===== src/rtl/wsac_pkg.sv =====
`timescale 1ns / 1ps
// ----------------------------------------------------------------------------
// wsac_pkg
// Shared types, widths, register codes and reset values for the weight
// settle auto-capture block.
// ----------------------------------------------------------------------------
package wsac_pkg;

    // Field widths.
    localparam int RAW_W    = 19;
    localparam int WEIGHT_W = 20;
    localparam int THR_W    = 18;
    localparam int SETTLE_W = 16;
    localparam int NOW_W    = 32;
    localparam int CFG_IDX_W  = 3;
    localparam int CFG_DATA_W = 19;

    // Default width of the internal millisecond timebase.
    localparam int TIME_BITS_DEF = 32;

    // Configuration register reset values.
    localparam logic signed [RAW_W-1:0] OFFSET_RST   = '0;
    localparam logic [THR_W-1:0]        PRESENCE_RST = THR_W'(1);
    localparam logic [THR_W-1:0]        EMPTY_RST    = THR_W'(50);
    localparam logic [THR_W-1:0]        TOL_RST      = THR_W'(20);
    localparam logic [SETTLE_W-1:0]     SETTLE_RST   = SETTLE_W'(600);

    // Configuration register indexes.
    typedef enum logic [CFG_IDX_W-1:0] {
        CFG_OFFSET   = 3'd0,
        CFG_PRESENCE = 3'd1,
        CFG_EMPTY    = 3'd2,
        CFG_TOL      = 3'd3,
        CFG_SETTLE   = 3'd4
    } t_cfg_idx;

    // Request codes.
    localparam logic REQ_SAMPLE = 1'b0;
    localparam logic REQ_SAVE   = 1'b1;

    // Capture flow states.
    typedef enum logic [1:0] {
        FLOW_LOAD   = 2'd0,
        FLOW_STABLE = 2'd1,
        FLOW_REMOVE = 2'd2
    } t_flow;

    // Configuration register set.
    typedef struct packed {
        logic signed [RAW_W-1:0] offset;
        logic [THR_W-1:0]        presence;
        logic [THR_W-1:0]        empty;
        logic [THR_W-1:0]        tol;
        logic [SETTLE_W-1:0]     settle;
    } t_cfg;

    // One result item.
    typedef struct packed {
        logic signed [WEIGHT_W-1:0] shown;
        logic                       changed;
        logic                       added;
        logic signed [WEIGHT_W-1:0] added_w;
        t_flow                      flow;
    } t_result;

endpackage


===== src/rtl/wsac_step.sv =====
`timescale 1ns / 1ps
// ----------------------------------------------------------------------------
// wsac_step
// Combinational step for one item: offset correction, capture flow next
// state and the result item.
// ----------------------------------------------------------------------------
module wsac_step
    import wsac_pkg::*;
#(
    parameter int TIME_BITS = TIME_BITS_DEF
) (
    input  t_cfg                       i_cfg,
    input  logic                       i_req_type,
    input  logic signed [RAW_W-1:0]    i_raw_weight,
    input  logic [TIME_BITS-1:0]       i_now,
    input  t_flow                      i_flow,
    input  logic signed [WEIGHT_W-1:0] i_ref,
    input  logic [TIME_BITS-1:0]       i_start,
    input  logic signed [WEIGHT_W-1:0] i_prev,
    output t_flow                      o_flow,
    output logic signed [WEIGHT_W-1:0] o_ref,
    output logic [TIME_BITS-1:0]       o_start,
    output logic signed [WEIGHT_W-1:0] o_prev,
    output t_result                    o_result
);

    logic signed [WEIGHT_W-1:0]   w_raw;
    logic signed [WEIGHT_W-1:0]   w_sum;
    logic signed [WEIGHT_W-1:0]   w_corr;
    logic signed [WEIGHT_W-1:0]   w_empty;
    logic                         w_apply;
    logic                         w_below;
    logic                         w_save_ok;
    logic signed [WEIGHT_W:0]     w_diff;
    logic [WEIGHT_W:0]            w_absd;
    logic                         w_moved;
    logic [TIME_BITS-1:0]         w_elapsed;
    logic [TIME_BITS+SETTLE_W-1:0] w_settle_ext;
    logic                         w_settled;

    // Offset correction, clamped at zero.
    assign w_raw   = WEIGHT_W'(i_raw_weight);
    assign w_apply = (w_raw > $signed({2'b00, i_cfg.presence})) && (i_cfg.offset != '0);
    assign w_sum   = w_raw + WEIGHT_W'(i_cfg.offset);
    assign w_corr  = !w_apply ? w_raw : (w_sum < 0 ? '0 : w_sum);

    // Threshold and stability compares.
    assign w_empty   = $signed({2'b00, i_cfg.empty});
    assign w_below   = w_corr < w_empty;
    assign w_save_ok = i_prev >= w_empty;
    assign w_diff    = (WEIGHT_W+1)'(w_corr) - (WEIGHT_W+1)'(i_ref);
    assign w_absd    = w_diff[WEIGHT_W] ? (WEIGHT_W+1)'(-w_diff) : w_diff;
    assign w_moved   = w_absd >= (WEIGHT_W+1)'(i_cfg.tol);

    // Elapsed time wraps with the timebase width.
    assign w_elapsed    = i_now - i_start;
    assign w_settle_ext = {{TIME_BITS{1'b0}}, i_cfg.settle};
    assign w_settled    = w_elapsed > w_settle_ext[TIME_BITS-1:0];

    // Next state.
    always_comb begin
        o_flow  = i_flow;
        o_ref   = i_ref;
        o_start = i_start;
        o_prev  = i_prev;
        if (i_req_type == REQ_SAVE) begin
            if (w_save_ok) begin
                o_flow  = FLOW_REMOVE;
                o_ref   = i_prev;
                o_start = i_now;
            end
        end else begin
            o_prev = w_corr;
            if (w_below) begin
                if (i_flow != FLOW_LOAD) begin
                    o_flow  = FLOW_LOAD;
                    o_ref   = '0;
                    o_start = '0;
                end
            end else begin
                unique case (i_flow)
                    FLOW_LOAD: begin
                        o_flow  = FLOW_STABLE;
                        o_ref   = w_corr;
                        o_start = i_now;
                    end
                    FLOW_STABLE: begin
                        if (w_moved) begin
                            o_ref   = w_corr;
                            o_start = i_now;
                        end else if (w_settled) begin
                            o_flow = FLOW_REMOVE;
                        end
                    end
                    FLOW_REMOVE: begin
                        o_flow = FLOW_REMOVE;
                    end
                    default: begin
                        o_flow = i_flow;
                    end
                endcase
            end
        end
    end

    // Result item.
    always_comb begin
        o_result.shown   = w_corr;
        o_result.changed = 1'b0;
        o_result.added   = 1'b0;
        o_result.added_w = '0;
        o_result.flow    = o_flow;
        if (i_req_type == REQ_SAVE) begin
            o_result.shown = i_prev;
            if (w_save_ok) begin
                o_result.added   = 1'b1;
                o_result.added_w = i_prev;
            end
        end else begin
            o_result.changed = w_corr != i_prev;
            if (!w_below && i_flow == FLOW_STABLE && !w_moved && w_settled) begin
                o_result.added   = 1'b1;
                o_result.added_w = w_corr;
            end
        end
    end

endmodule


===== src/rtl/weight_settle_auto_capture.sv =====
`timescale 1ns / 1ps
// ----------------------------------------------------------------------------
// weight_settle_auto_capture
// Scale weight correction with an automatic capture of settled loads.
// ----------------------------------------------------------------------------
// Usage:
//   Input items (i_req_type, i_raw_weight, i_now_ms) enter on i_in_valid and
//   are taken at a clock edge where i_in_valid is high and o_in_stall is low.
//   Each item gives exactly one result item on o_out_valid, taken when
//   i_out_stall is low.
//   Each item passes through the input register, then the correction and
//   flow update run in one pass and load the result register. Throughput
//   is one item per cycle unless the receiver stalls; the flow state is
//   read and written in the same cycle that the result register loads.
//   When the receiver stalls, the result register holds, then the input
//   register fills, and o_in_stall rises; no item is lost or repeated.
//   Configuration writes (i_cfg_we, i_cfg_index, i_cfg_data) take effect at
//   the next edge and belong to idle periods; unknown indexes are ignored.
//   Synchronous reset empties both registers, returns the flow to waiting
//   for a load, clears the reference and previous weights and the window
//   start, and loads the register defaults.
// ----------------------------------------------------------------------------
module weight_settle_auto_capture
    import wsac_pkg::*;
#(
    parameter int TIME_BITS = TIME_BITS_DEF
) (
    input  logic                       i_clk,
    input  logic                       i_rst_n,
    input  logic                       i_cfg_we,
    input  logic [CFG_IDX_W-1:0]       i_cfg_index,
    input  logic [CFG_DATA_W-1:0]      i_cfg_data,
    input  logic                       i_in_valid,
    output logic                       o_in_stall,
    input  logic                       i_req_type,
    input  logic signed [RAW_W-1:0]    i_raw_weight,
    input  logic [NOW_W-1:0]           i_now_ms,
    output logic                       o_out_valid,
    input  logic                       i_out_stall,
    output logic signed [WEIGHT_W-1:0] o_shown_weight,
    output logic                       o_weight_changed,
    output logic                       o_item_added,
    output logic signed [WEIGHT_W-1:0] o_added_weight,
    output logic [1:0]                 o_flow_state
);

    t_cfg                       r_cfg;
    logic                       r_in_valid;
    logic                       r_in_req;
    logic signed [RAW_W-1:0]    r_in_raw;
    logic [TIME_BITS-1:0]       r_in_now;
    logic                       r_out_valid;
    t_result                    r_out;
    t_flow                      r_flow;
    logic signed [WEIGHT_W-1:0] r_ref;
    logic [TIME_BITS-1:0]       r_start;
    logic signed [WEIGHT_W-1:0] r_prev;

    t_flow                      n_flow;
    logic signed [WEIGHT_W-1:0] n_ref;
    logic [TIME_BITS-1:0]       n_start;
    logic signed [WEIGHT_W-1:0] n_prev;
    t_result                    n_out;

    logic                       w_out_load;
    logic                       w_in_load;
    logic [TIME_BITS+NOW_W-1:0] w_now_ext;

    // Pipeline advance.
    assign w_out_load = r_in_valid && (!r_out_valid || !i_out_stall);
    assign w_in_load  = i_in_valid && !o_in_stall;
    assign o_in_stall = r_in_valid && !w_out_load;

    // Timestamp sized to the timebase.
    assign w_now_ext = {{TIME_BITS{1'b0}}, i_now_ms};

    // Configuration registers.
    always_ff @(posedge i_clk) begin
        if (!i_rst_n) begin
            r_cfg.offset   <= OFFSET_RST;
            r_cfg.presence <= PRESENCE_RST;
            r_cfg.empty    <= EMPTY_RST;
            r_cfg.tol      <= TOL_RST;
            r_cfg.settle   <= SETTLE_RST;
        end else if (i_cfg_we) begin
            unique case (i_cfg_index)
                CFG_OFFSET:   r_cfg.offset   <= $signed(i_cfg_data);
                CFG_PRESENCE: r_cfg.presence <= i_cfg_data[THR_W-1:0];
                CFG_EMPTY:    r_cfg.empty    <= i_cfg_data[THR_W-1:0];
                CFG_TOL:      r_cfg.tol      <= i_cfg_data[THR_W-1:0];
                CFG_SETTLE:   r_cfg.settle   <= i_cfg_data[SETTLE_W-1:0];
                default:      r_cfg          <= r_cfg;
            endcase
        end
    end

    // Input register.
    always_ff @(posedge i_clk) begin
        if (!i_rst_n) begin
            r_in_valid <= 1'b0;
        end else if (w_in_load) begin
            r_in_valid <= 1'b1;
        end else if (w_out_load) begin
            r_in_valid <= 1'b0;
        end
    end

    always_ff @(posedge i_clk) begin
        if (w_in_load) begin
            r_in_req <= i_req_type;
            r_in_raw <= i_raw_weight;
            r_in_now <= w_now_ext[TIME_BITS-1:0];
        end
    end

    // Correction and capture flow for the item in the input register.
    wsac_step #(
        .TIME_BITS (TIME_BITS)
    ) u_step (
        .i_cfg        (r_cfg),
        .i_req_type   (r_in_req),
        .i_raw_weight (r_in_raw),
        .i_now        (r_in_now),
        .i_flow       (r_flow),
        .i_ref        (r_ref),
        .i_start      (r_start),
        .i_prev       (r_prev),
        .o_flow       (n_flow),
        .o_ref        (n_ref),
        .o_start      (n_start),
        .o_prev       (n_prev),
        .o_result     (n_out)
    );

    // Flow state, updated as each item moves into the result register.
    always_ff @(posedge i_clk) begin
        if (!i_rst_n) begin
            r_flow  <= FLOW_LOAD;
            r_ref   <= '0;
            r_start <= '0;
            r_prev  <= '0;
        end else if (w_out_load) begin
            r_flow  <= n_flow;
            r_ref   <= n_ref;
            r_start <= n_start;
            r_prev  <= n_prev;
        end
    end

    // Result register.
    always_ff @(posedge i_clk) begin
        if (!i_rst_n) begin
            r_out_valid <= 1'b0;
        end else if (w_out_load) begin
            r_out_valid <= 1'b1;
        end else if (!i_out_stall) begin
            r_out_valid <= 1'b0;
        end
    end

    always_ff @(posedge i_clk) begin
        if (w_out_load) begin
            r_out <= n_out;
        end
    end

    assign o_out_valid      = r_out_valid;
    assign o_shown_weight   = r_out.shown;
    assign o_weight_changed = r_out.changed;
    assign o_item_added     = r_out.added;
    assign o_added_weight   = r_out.added_w;
    assign o_flow_state     = r_out.flow;

endmodule


===== config.mk =====
export PLATFORM = sky130hd
export DESIGN_NAME = weight_settle_auto_capture
export DESIGN_NICKNAME = d
export VERILOG_FILES = /design/src/rtl/wsac_pkg.sv /design/src/rtl/wsac_step.sv /design/src/rtl/weight_settle_auto_capture.sv
export SDC_FILE = /design/constraint.sdc
export NUM_CORES = 1
export LEC_CHECK = 0
export ABC_AREA = 0
export ABC_CLOCK_PERIOD_IN_PS = 8600
export BUFFER_PORTS_ARGS = -buffer_cell sky130_fd_sc_hd__buf_4
export CORE_UTILIZATION = 52
export CTS_BUF_LIST = sky130_fd_sc_hd__clkbuf_8
export CTS_CLUSTER_SIZE = 30
export DETAILED_ROUTE_END_ITERATION = 6
export PLACE_DENSITY_LB_ADDON = 0.15
export SLEW_MARGIN = 25
export SYNTH_ARGS = -nofsm -noshare
export SYNTH_HDL_FRONTEND = slang
export SYNTH_HIERARCHICAL = 1
export SYNTH_SLANG_ARGS = --single-unit

===== constraint.sdc =====
create_clock -name i_clk -period 8.6 [get_ports i_clk]
set_input_delay 1.72 -clock i_clk [delete_from_list [all_inputs] [get_ports i_clk]]
set_output_delay 1.72 -clock i_clk [all_outputs]
set_load 0.005 [all_outputs]

## Word level (Yosys, flattened, before mapping)

Index checks and enable logic that the tools add are counted.

| word-level totals | value |
|---|---|
| input bits | 79 |
| logic and storage cells | 96 |
| register bits after elaboration | 261 |
| output and inout port bits | 46 |

| cells by class | value |
|---|---|
| mux-type cells | 30 |
| equality and inequality tests | 11 |
| reductions and logical operators | 26 |
| add/subtract/negate cells | 4 |
| $lt $le $gt $ge | 6 |

Operators with widths:

| kind | number |
|---|---|
| two-way mux 20 bit | 8 |
| two-way mux 32 bit | 5 |
| two-way mux 21 bit | 4 |
| one-hot mux 32 bit (2 select lines) | 1 |
| one-hot mux 20 bit (2 select lines) | 1 |
| greater-than comparator 32 x 16 -> 1 bit | 1 |
| subtractor 32 bit | 1 |
| greater-or-equal comparator 21 x 18 -> 1 bit | 1 |
| negator 21 bit | 1 |
| subtractor 20 x 20 -> 21 bit | 1 |
| adder 19 x 19 -> 20 bit | 1 |
| greater-or-equal comparator 20 x 19 -> 1 bit | 1 |
| less-than comparator 20 x 1 -> 1 bit, second input constant | 1 |
| less-than comparator 20 x 19 -> 1 bit | 1 |
| != test 20 bit | 1 |
| greater-than comparator 19 bit | 1 |
| nonzero test 19 bit | 1 |
| two-way mux 2 bit | 6 |
| AND reduction 2 bit | 5 |
| logical AND 1 bit | 7 |
| equality test 3 x 2 -> 1 bit, second input constant | 2 |
| logical NOT 1 bit | 6 |
| one-hot mux 2 bit (3 select lines) | 1 |
| AND reduction 5 bit | 1 |
| other kinds (13) | 18 |

## Logic depth before layout (Yosys ltp)

Gate-level depths: netlist (run 1).

| logic depth | value |
|---|---|
| depth in word-level cells | 13 |
| mapped depth | 37 |
| depth with buffers taken out | 35 |

## Modules after synthesis

The synthesis (run 1) kept the hierarchy.

By module, submodules not included:

| module | seq. area each (um^2) | times used | cells an instance | area each (um^2) |
|---|---|---|---|---|
| weight_settle_auto_capture | 6185.9 | 1 | 748 | 9190.1 |
| wsac_step | 0.0 | 1 | 1271 | 9036.2 |

## Worst setup path before layout (run 1)

No wires, ideal clock.

| timing | value |
|---|---|
| path type | register to register |
| from | register r_in_raw[9] |
| to | register r_start[10] |
| required time | 8528 ps |
| data arrival time | 7065 ps |
| library setup time | 72 ps |
| path slack | 1463 ps |
| clock period less this slack | 7137 ps |
| path buffers | 2 |
| cell stages (with the launch flop) | 32 |
| path through | edfxtp_1 ha_1 and4_1 a41oi_1 a21boi_0 a211o_1 a211o_2 buf_6 o21ai_0 ha_1 a21oi_1 nor3b_1 a221oi_1 a2111oi_1 nand3_1 or4b_2 nand2_1 xor2_1 ha_1 nand4_1 nor4_1 o21a_1 o21a_1 o31ai_1 a21oi_1 a211o_2 o32ai_2 o21bai_2 buf_4 a22o_1 nand2_1 mux2i_1 |

RTL lines:

| element | RTL line | source |
|---|---|---|
| start, declared | weight_settle_auto_capture.sv:50 | `logic signed [RAW_W-1:0] r_in_raw;` |
| start signal, assigned | weight_settle_auto_capture.sv:111 | `r_in_raw <= i_raw_weight;` |
| adder 19 x 19 -> 20 bit | wsac_step.sv:44 | `assign w_sum = w_raw + WEIGHT_W'(i_cfg.offset);` |
| less-than comparator 20 x 1 -> 1 bit | wsac_step.sv:45 | `assign w_corr = !w_apply ? w_raw : (w_sum < 0 ? '0 : w_sum);` |
| two-way mux 20 bit | wsac_step.sv:45 |  |
| two-way mux 20 bit * | wsac_step.sv:45 |  |
| less-than comparator 20 x 19 -> 1 bit * | wsac_step.sv:49 | `assign w_below = w_corr < w_empty;` |
| two-way mux 32 bit * | wsac_step.sv:74 | `if (w_below) begin` |
| two-way mux 32 bit * | wsac_step.sv:66 | `if (i_req_type == REQ_SAVE) begin` |
| via n_start[10] | weight_settle_auto_capture.sv:61 | `logic [TIME_BITS-1:0] n_start;` |
| end signal, assigned | weight_settle_auto_capture.sv:145 | `r_start <= n_start;` |
| end, declared | weight_settle_auto_capture.sv:56 | `logic [TIME_BITS-1:0] r_start;` |

The timed path passes the listed nets; every way through them passes the cells marked *.
A chain may end at the register's enable or synchronous reset.

==> metrics, run 1 <==
run status=finished, final reports clean; hold_buf cts=0; Max-Cap Viols=0; final non-filler cell total=2603; clock skew=0.0335 ns; number of fill cells=3143; routed len/inst=20.1 um; Seq/Total Area, Yosys=33.9%; CTS tree=yes; clk slew on worst S/H paths=0.06 ns; slowest stage cell, crit path=or4b_2; first-pass GRT wire length=80700 um; type of the worst setup path=flip-flop to flip-flop; post-route ant nets=0; area of the die=35800 sq um; Diodes inserted=0; Global Route Usage Sum=29.0%; Post-Synthesis Cells=2019; Fin Setup TNS=0 ns; Mapped Avg Cell Area=9.03 sq um; placed cells=2517; Rows=68; Worst Hold Class=flip-flop to flip-flop; core area=34500 sq um; Die Y-Extent=189 um; Seq pwr share=38.6%; Fmax achieved=123 MHz; # IOs=125; slowest stage delay, CP=0.67 ns; fin crit share=94.4%; CTS Buffer Depth=3; combinational power share=27.9%; Initial DRC Count=1051; post-synth cell types=101; CTS root buf=clkbuf_8; Power Density=176 nW/um^2; Hold Crit Depth=2; VDD IR max=139 uV; post-DP HPWL=39300 um; worst skew pair latency=0.61 ns; Sw Share=32.7%; leak pwr=8.38 nW; ys flop type=dfxtp_1; hold endpoint=r_cfg[61]; CP endpoint kind=flip-flop; Synthesis Warnings=6; min Tclk post-route=8.12 ns; hold_ws=0.452 ns; htree depth=2; post-synthesis register bit count=261; Vias/cell=5.91; initial antenna violation count=0; CP Data Required Time=9.06 ns; Net Count, Synth=2259; Reg area=6190 sq um; layout cells sized above 1=13.7%; DRC violations left=0; area of the mapped netlist=18200 sq um; Hold Vio Cnt, Final=0; area of the multi-input gates=10900 sq um; Syn-to-layout area delta=11.7%; post-synth top area cell=dfxtp_1; R2R cell count=32; routability cong.=0.935; CP dominant cell by count=nand2_1; r2r setup slk=0.48 ns; critical path data arrival time=8.58 ns; final setup vio count=0; Slew Limit Headroom=31.5%; Net Sw Power=1.17 mW; fin util=59.0%; actual slew at the worst max-slew pin=1.02 ns; top cells by area, synth=dfxtp_1 18%, edfxtp_1 16%, ha_1 11%, mux2i_1 11%, nand2_1 6.9%; DR vias=15400; drt pass-1 iters=5; vias in the first global route=14600; critical path peak fanout=11; Inserted Clock Buffers=46; RSZ-0062 raised after global routing=false; # port buffers=124; nets=2351; Die W=189 um; internal cell power=2.42 mW; number of synthesized flops with an enable pin=96; fin. max-slew vios=0; drt total wl=52200 um; Clock Power Share=33.5%; r2r startpoint=r_in_raw[9]; initial core utilization=52.8%; ys async rst share=0%; GRT overflow=0; commonest non-fill, non-tap cells in the layout=335 x nand2_1, 193 x mux2i_1, 169 x inv_1; Startpoint Class=flip-flop; Sink Count=261; most common cell after layout, fill and taps aside=nand2_1; top-area cell type share of the netlist area=18.1%; hold wc startpoint=r_cfg[61]; FF-to-FF End=o_added_weight[1]; largest net degree at the start of global routing=107
==> cell families (layout without fill, tap and decap cells) <==
logic type,count (synthesis),in the layout,synth area share [%]
AND/OR/NAND/NOR,610,610,15.7
AO/OA/AOI/OAI,434,434,17.1
buffers and inverters,269,398,6.84
flip-flops,261,261,33.9
multiplexers,212,212,11.8
adder cells (fa/ha/maj),161,161,11.2
XOR/XNOR,71,71,3.41
other,1,1,0.0206
==> per-layer routing <==
metal | part of all wire [%] | up-vias | global-route usage (%)
met5 | 0 | - | 0
met4 | 3.6 | 0 | 11.1
met3 | 5.8 | 101 | 4.04
met2 | 47 | 507 | 48.1
met1 | 44 | 7351 | 38.1
li1 | - | 7415 | -
==> Yosys cell counts, types with 20 or more instances <==
cell and count:
mux2i_1 193, edfxtp_1 96, nor2b_1 34, clkbuf_1 52
a221o_1 24, buf_2 22, nand3_1 26, ha_1 158
buf_4 29, nor2_1 82, xnor2_1 40, o21ai_0 62
a211oi_1 20, inv_1 153, a21o_1 35, a21oi_1 96
xor2_1 31, a22o_1 43, nand4_1 29, nand2_1 335
dfxtp_1 165
==> critical path, delay by kind of cell, from the launching register on <==
family / cells / cell delay (ns)
AND/OR/NAND/NOR: 11 / 2.51
buffers and inverters: 4 / 0.53
adder cells (fa/ha/maj): 5 / 1.54
flip-flops: 1 / 0.54
XOR/XNOR: 1 / 0.16
AO/OA/AOI/OAI: 11 / 2.69
==> flip-flops by register name, summed over array words and instances, names as in the netlist <==
name              flops
o_added_weight       20
o_flow_state          2
o_item_added          1
o_out_valid           1
o_shown_weight       20
o_weight_changed      1
r_cfg                89
r_flow                2
r_in_now             32
r_in_raw             19
r_in_req              1
r_in_valid            1
r_prev               20
r_ref                20
r_start              32
==> metrics by stage <==
stage | worst slack (ns) | cell area (sq um) | power (mW)
after floorplan | 1.46 | 18200 | 2.12
after detailed placement | 0.257 | 19400 | 2.39
after global placement | 0.400 | 19400 | 2.37
after global routing | 0.0123 | 20400 | 3.77
final | 0.483 | 20400 | 3.59
after CTS | 0.250 | 20300 | 3.60
==> worst max-delay path by stage <==
stage,start,end,slack [ns],cells past startpoint
global placement,r_in_raw[10],r_start[13],0.40,33
detailed placement,r_in_raw[10],r_start[29],0.26,30
CTS,r_in_raw[10],r_start[29],0.25,30
floorplan,r_in_raw[9],r_start[10],1.46,31
global route,r_in_raw[1],r_start[29],0.01,35
finish,r_in_raw[9],o_added_weight[1],0.48,32
==> power by group through the flow <==
stage | Combinational (mW) | Clock, mW | Sequential (mW)
floorplan | 0.726 | 0 | 1.39
global placement | 0.964 | 0 | 1.41
detailed placement | 0.978 | 0 | 1.41
CTS | 0.985 | 1.23 | 1.39
global route | 1.10 | 1.29 | 1.39
finish | 1.00 | 1.20 | 1.39
==> cell type report <==
type / count / area share [%]
clock buffers: 51 / 3.45
clock inverters: 34 / 1.26
inverters: 153 / 2.82
multi-input cells: 1489 / 53.3
flip-flops and latches: 261 / 30.4
well taps: 455 / 2.80
repair buffers: 160 / 6.01
==> timing repair <==
item                       CTS  global route
setup endpoints to repair    0            70
resized for setup            0             7
setup buffers                0             1
No activity file was read; power rests on OpenSTA's default activity.
==> run 2, diff against run 1 <==
--- a/config.mk
+++ b/config.mk
@@ -16,5 +16,4 @@
 export SLEW_MARGIN = 25
 export SYNTH_ARGS = -nofsm -noshare
 export SYNTH_HDL_FRONTEND = slang
-export SYNTH_HIERARCHICAL = 1
 export SYNTH_SLANG_ARGS = --single-unit
==> run 2 against run 1 <==
Net effect: die area shrank 4.6%; synthesized cell count grew 1.2%; synthesized area shrank 4.6%; critical path type unchanged; cell area shrank 3.9%; combinational power grew 41%; setup slack gained 0.11 ns; final cell count grew 0.88%.
==> metrics, run 2 <==
run status=finished, final reports clean; fin. max-slew vios=0 (unchanged); area of the die=34200 sq um (-4.6%); Startpoint Class=flip-flop; initial antenna violation count=0 (unchanged); post-route ant nets=0 (unchanged); type of the worst setup path=flip-flop to flip-flop; drt pass-1 iters=5 (unchanged); Clock Power Share=27.7% (-5.8 points); clk slew on worst S/H paths=0.06 ns (about the same); Seq/Total Area, Yosys=35.6% (+1.7 points); Net Count, Synth=2284 (+1.1%); most common cell in the netlist=nand2_1; post-DP HPWL=40700 um (+3.6%); number of fill cells=3019 (-3.9%); Diodes inserted=0 (unchanged); slowest stage cell, crit path=edfxtp_1; Final WS setup=0.594 ns (+0.111 ns); critical path data arrival time=8.43 ns (-0.15 ns); Fin Setup TNS=0 ns (unchanged); commonest non-fill, non-tap cells in the layout=365 x nand2_1, 189 x a21oi_1, 185 x inv_1; internal cell power=2.49 mW (+3.0%); core area=32700 sq um (-5.3%); critical path peak fanout=32 (+21); Slew Limit Headroom=43.8% (+12 points); slowest stage delay, CP=0.55 ns (-0.12 ns); post-synth top area cell=dfxtp_1; clock skew=0.0271 ns (-0.00645 ns); Global Route Usage Sum=32.0% (+3.0 points); Worst Hold Class=flip-flop to flip-flop; Initial DRC Count=1503 (+43%); Syn-to-layout area delta=12.6%; Rows=66 (-2.9%); fin util=59.9% (+0.90 points); Synthesis Warnings=0 (-6); Biggest register=r_cfg; DR vias=15800 (+2.9%); CP top delay family=compound AO/OA/AOI/OAI gates; layout cells sized above 1=13.0% (-0.68 points); Pwr Total=3.91 mW (+8.9%); RSZ-0062 raised after global routing=false; first-pass GRT wire length=83900 um (+4.0%); top-area cell type share of the netlist area=19.0% (+0.88 points); Mapped Avg Cell Area=8.51 sq um (-5.8%); number of synthesized flops with an enable pin=96 (unchanged); Inserted Clock Buffers=44 (-4.3%); Sw Share=36.3% (+3.6 points); routed len/inst=20.8 um (+3.6%); nets=2391 (+1.7%); fin crit share=93.1% (-1.3 points); Vias/cell=6.02 (+2.0%); final setup vio count=0 (unchanged); CP Data Required Time=9.03 ns (-0.03 ns); Die W=185 um (-2.3%); drt total wl=54600 um (+4.5%); placed cells=2545 (+1.1%); # port buffers=124 (unchanged); htree depth=2 (unchanged); Net Sw Power=1.42 mW (+21%); most common cell after layout, fill and taps aside=nand2_1; routability cong.=0.970 (+3.8%); design area=19600 sq um (-3.9%); top cells by count, synth=365 x nand2_1, 189 x a21oi_1, 165 x dfxtp_1; dpl cell area=18700 sq um (-3.5%); CP dominant cell by count=a21oi_1; combinational power share=36.2% (+8.3 points); top cells by area, synth=dfxtp_1 19%, edfxtp_1 17%, ha_1 11%, nand2_1 7.9%, a21oi_1 5.4%; Hold Vio Cnt, Final=0 (unchanged); Max-Cap Viols=0 (unchanged); min Tclk post-route=8.01 ns (-0.111 ns); Fmax achieved=125 MHz (+1.4%); leak pwr=7.66 nW (-8.6%); Largest regs=r_cfg (89), r_in_now (32), r_start (32); CTS tree=yes; worst skew pair latency=0.59 ns (-0.02 ns); GRT overflow=0 (unchanged); area of the mapped netlist=17400 sq um (-4.6%); VDD IR max=135 uV (-3.2%); # IOs=125 (unchanged); setup slack at placement=0.578 ns (+0.321 ns); CTS Buffer Depth=3 (unchanged); DRC violations left=0 (unchanged); max reg flops=89 (unchanged); Power Density=200 nW/um^2 (+13%); actual slew at the worst max-slew pin=0.843 ns (-0.179 ns); post-synth cell types=89 (-12%); Post-Synthesis Cells=2043 (+1.2%); ys async rst share=0% (unchanged); hold_ws=0.455 ns (+0.00251 ns); vias in the first global route=14900 (+2.3%); post-synthesis register bit count=261 (unchanged); CTS root buf=clkbuf_8; final non-filler cell total=2626 (+0.88%); ys flop type=dfxtp_1; Seq pwr share=36.1% (-2.5 points); initial core utilization=53.1% (+0.38 points); Die Y-Extent=185 um (-2.3%); Sink Count=261 (unchanged); largest net degree at the start of global routing=81 (-24%); CP endpoint kind=flip-flop; CP bufs+invs=4 (unchanged)
## run 2: cell types whose count changed in the layout (fill, tap and decap cells not counted), sizes merged, moves of 17 or more
cell	delta
inv	+17
a22o	-46
mux2i	-148
a221o	-24
nand2	+30
nor2b	-19
nor3	+27
a21oi	+93
a32o	+20
## run 2: power groups by stage
stage	registers (mW)	clock network [mW]	logic, mW
floorplan	1.41	0	1.02
global placement	1.43	0	1.38
detailed placement	1.44	0	1.39
CTS	1.41	1.10	1.40
global route	1.42	1.16	1.57
finish	1.41	1.08	1.41
## run 2: worst min-delay path, cell delays in order (launching register included)
cell	delay (ns)
dfxtp_1	0.30
nand2_1	0.05
a21oi_1	0.05
## run 2: final cells by class
cell class / instances / area (sq um) / area share, %
well taps: 442 / 553 / 2.83
multi-input cells: 1520 / 10200 / 52.0
clock buffers: 51 / 702 / 3.59
repair buffers: 159 / 1190 / 6.10
clock inverters: 29 / 144 / 0.735
inverters: 164 / 621 / 3.17
flip-flops and latches: 261 / 6190 / 31.6
## run 2: metal layers
| layer | vias up | routed length [um] | global-route usage (%) |
|---|---|---|---|
| met1 | 7518 | 24100 | 43.4 |
| met5 | - | 0 | 0 |
| met3 | 113 | 3830 | 4.40 |
| met4 | 0 | 1670 | 10.5 |
| met2 | 617 | 24900 | 52.4 |
| li1 | 7569 | - | - |
## run 2: cell families (layout without fill, tap and decap cells)
logic type	Yosys count	in the layout	share of synthesized area [%]
flops	261	261	35.6
fa+ha+maj	162	162	11.8
xor+xnor	72	72	3.63
compound gates	562	562	22.1
buf+inv	262	403	6.07
mux	63	63	3.76
simple gates	661	661	17.1
## run 2: path summary, 6_finish.rpt
| path | startpoint | endpoint | slack, ns | cells past startpoint |
|---|---|---|---|---|
| worst min register to register | r_cfg[59] | r_cfg[59] | 0.45 | 2 |
| worst max register to register | r_in_raw[4] | r_start[19] | 0.59 | 32 |
| worst max-delay path | r_in_raw[4] | r_start[19] | 0.59 | 32 |
| worst min-delay path | r_cfg[59] | r_cfg[59] | 0.45 | 2 |
## run 2: repair_timing
action	in CTS	in global routing
resized for setup	0	6
hold buffers	0	0
setup buffers	0	1
endpoints found under the setup margin	0	43
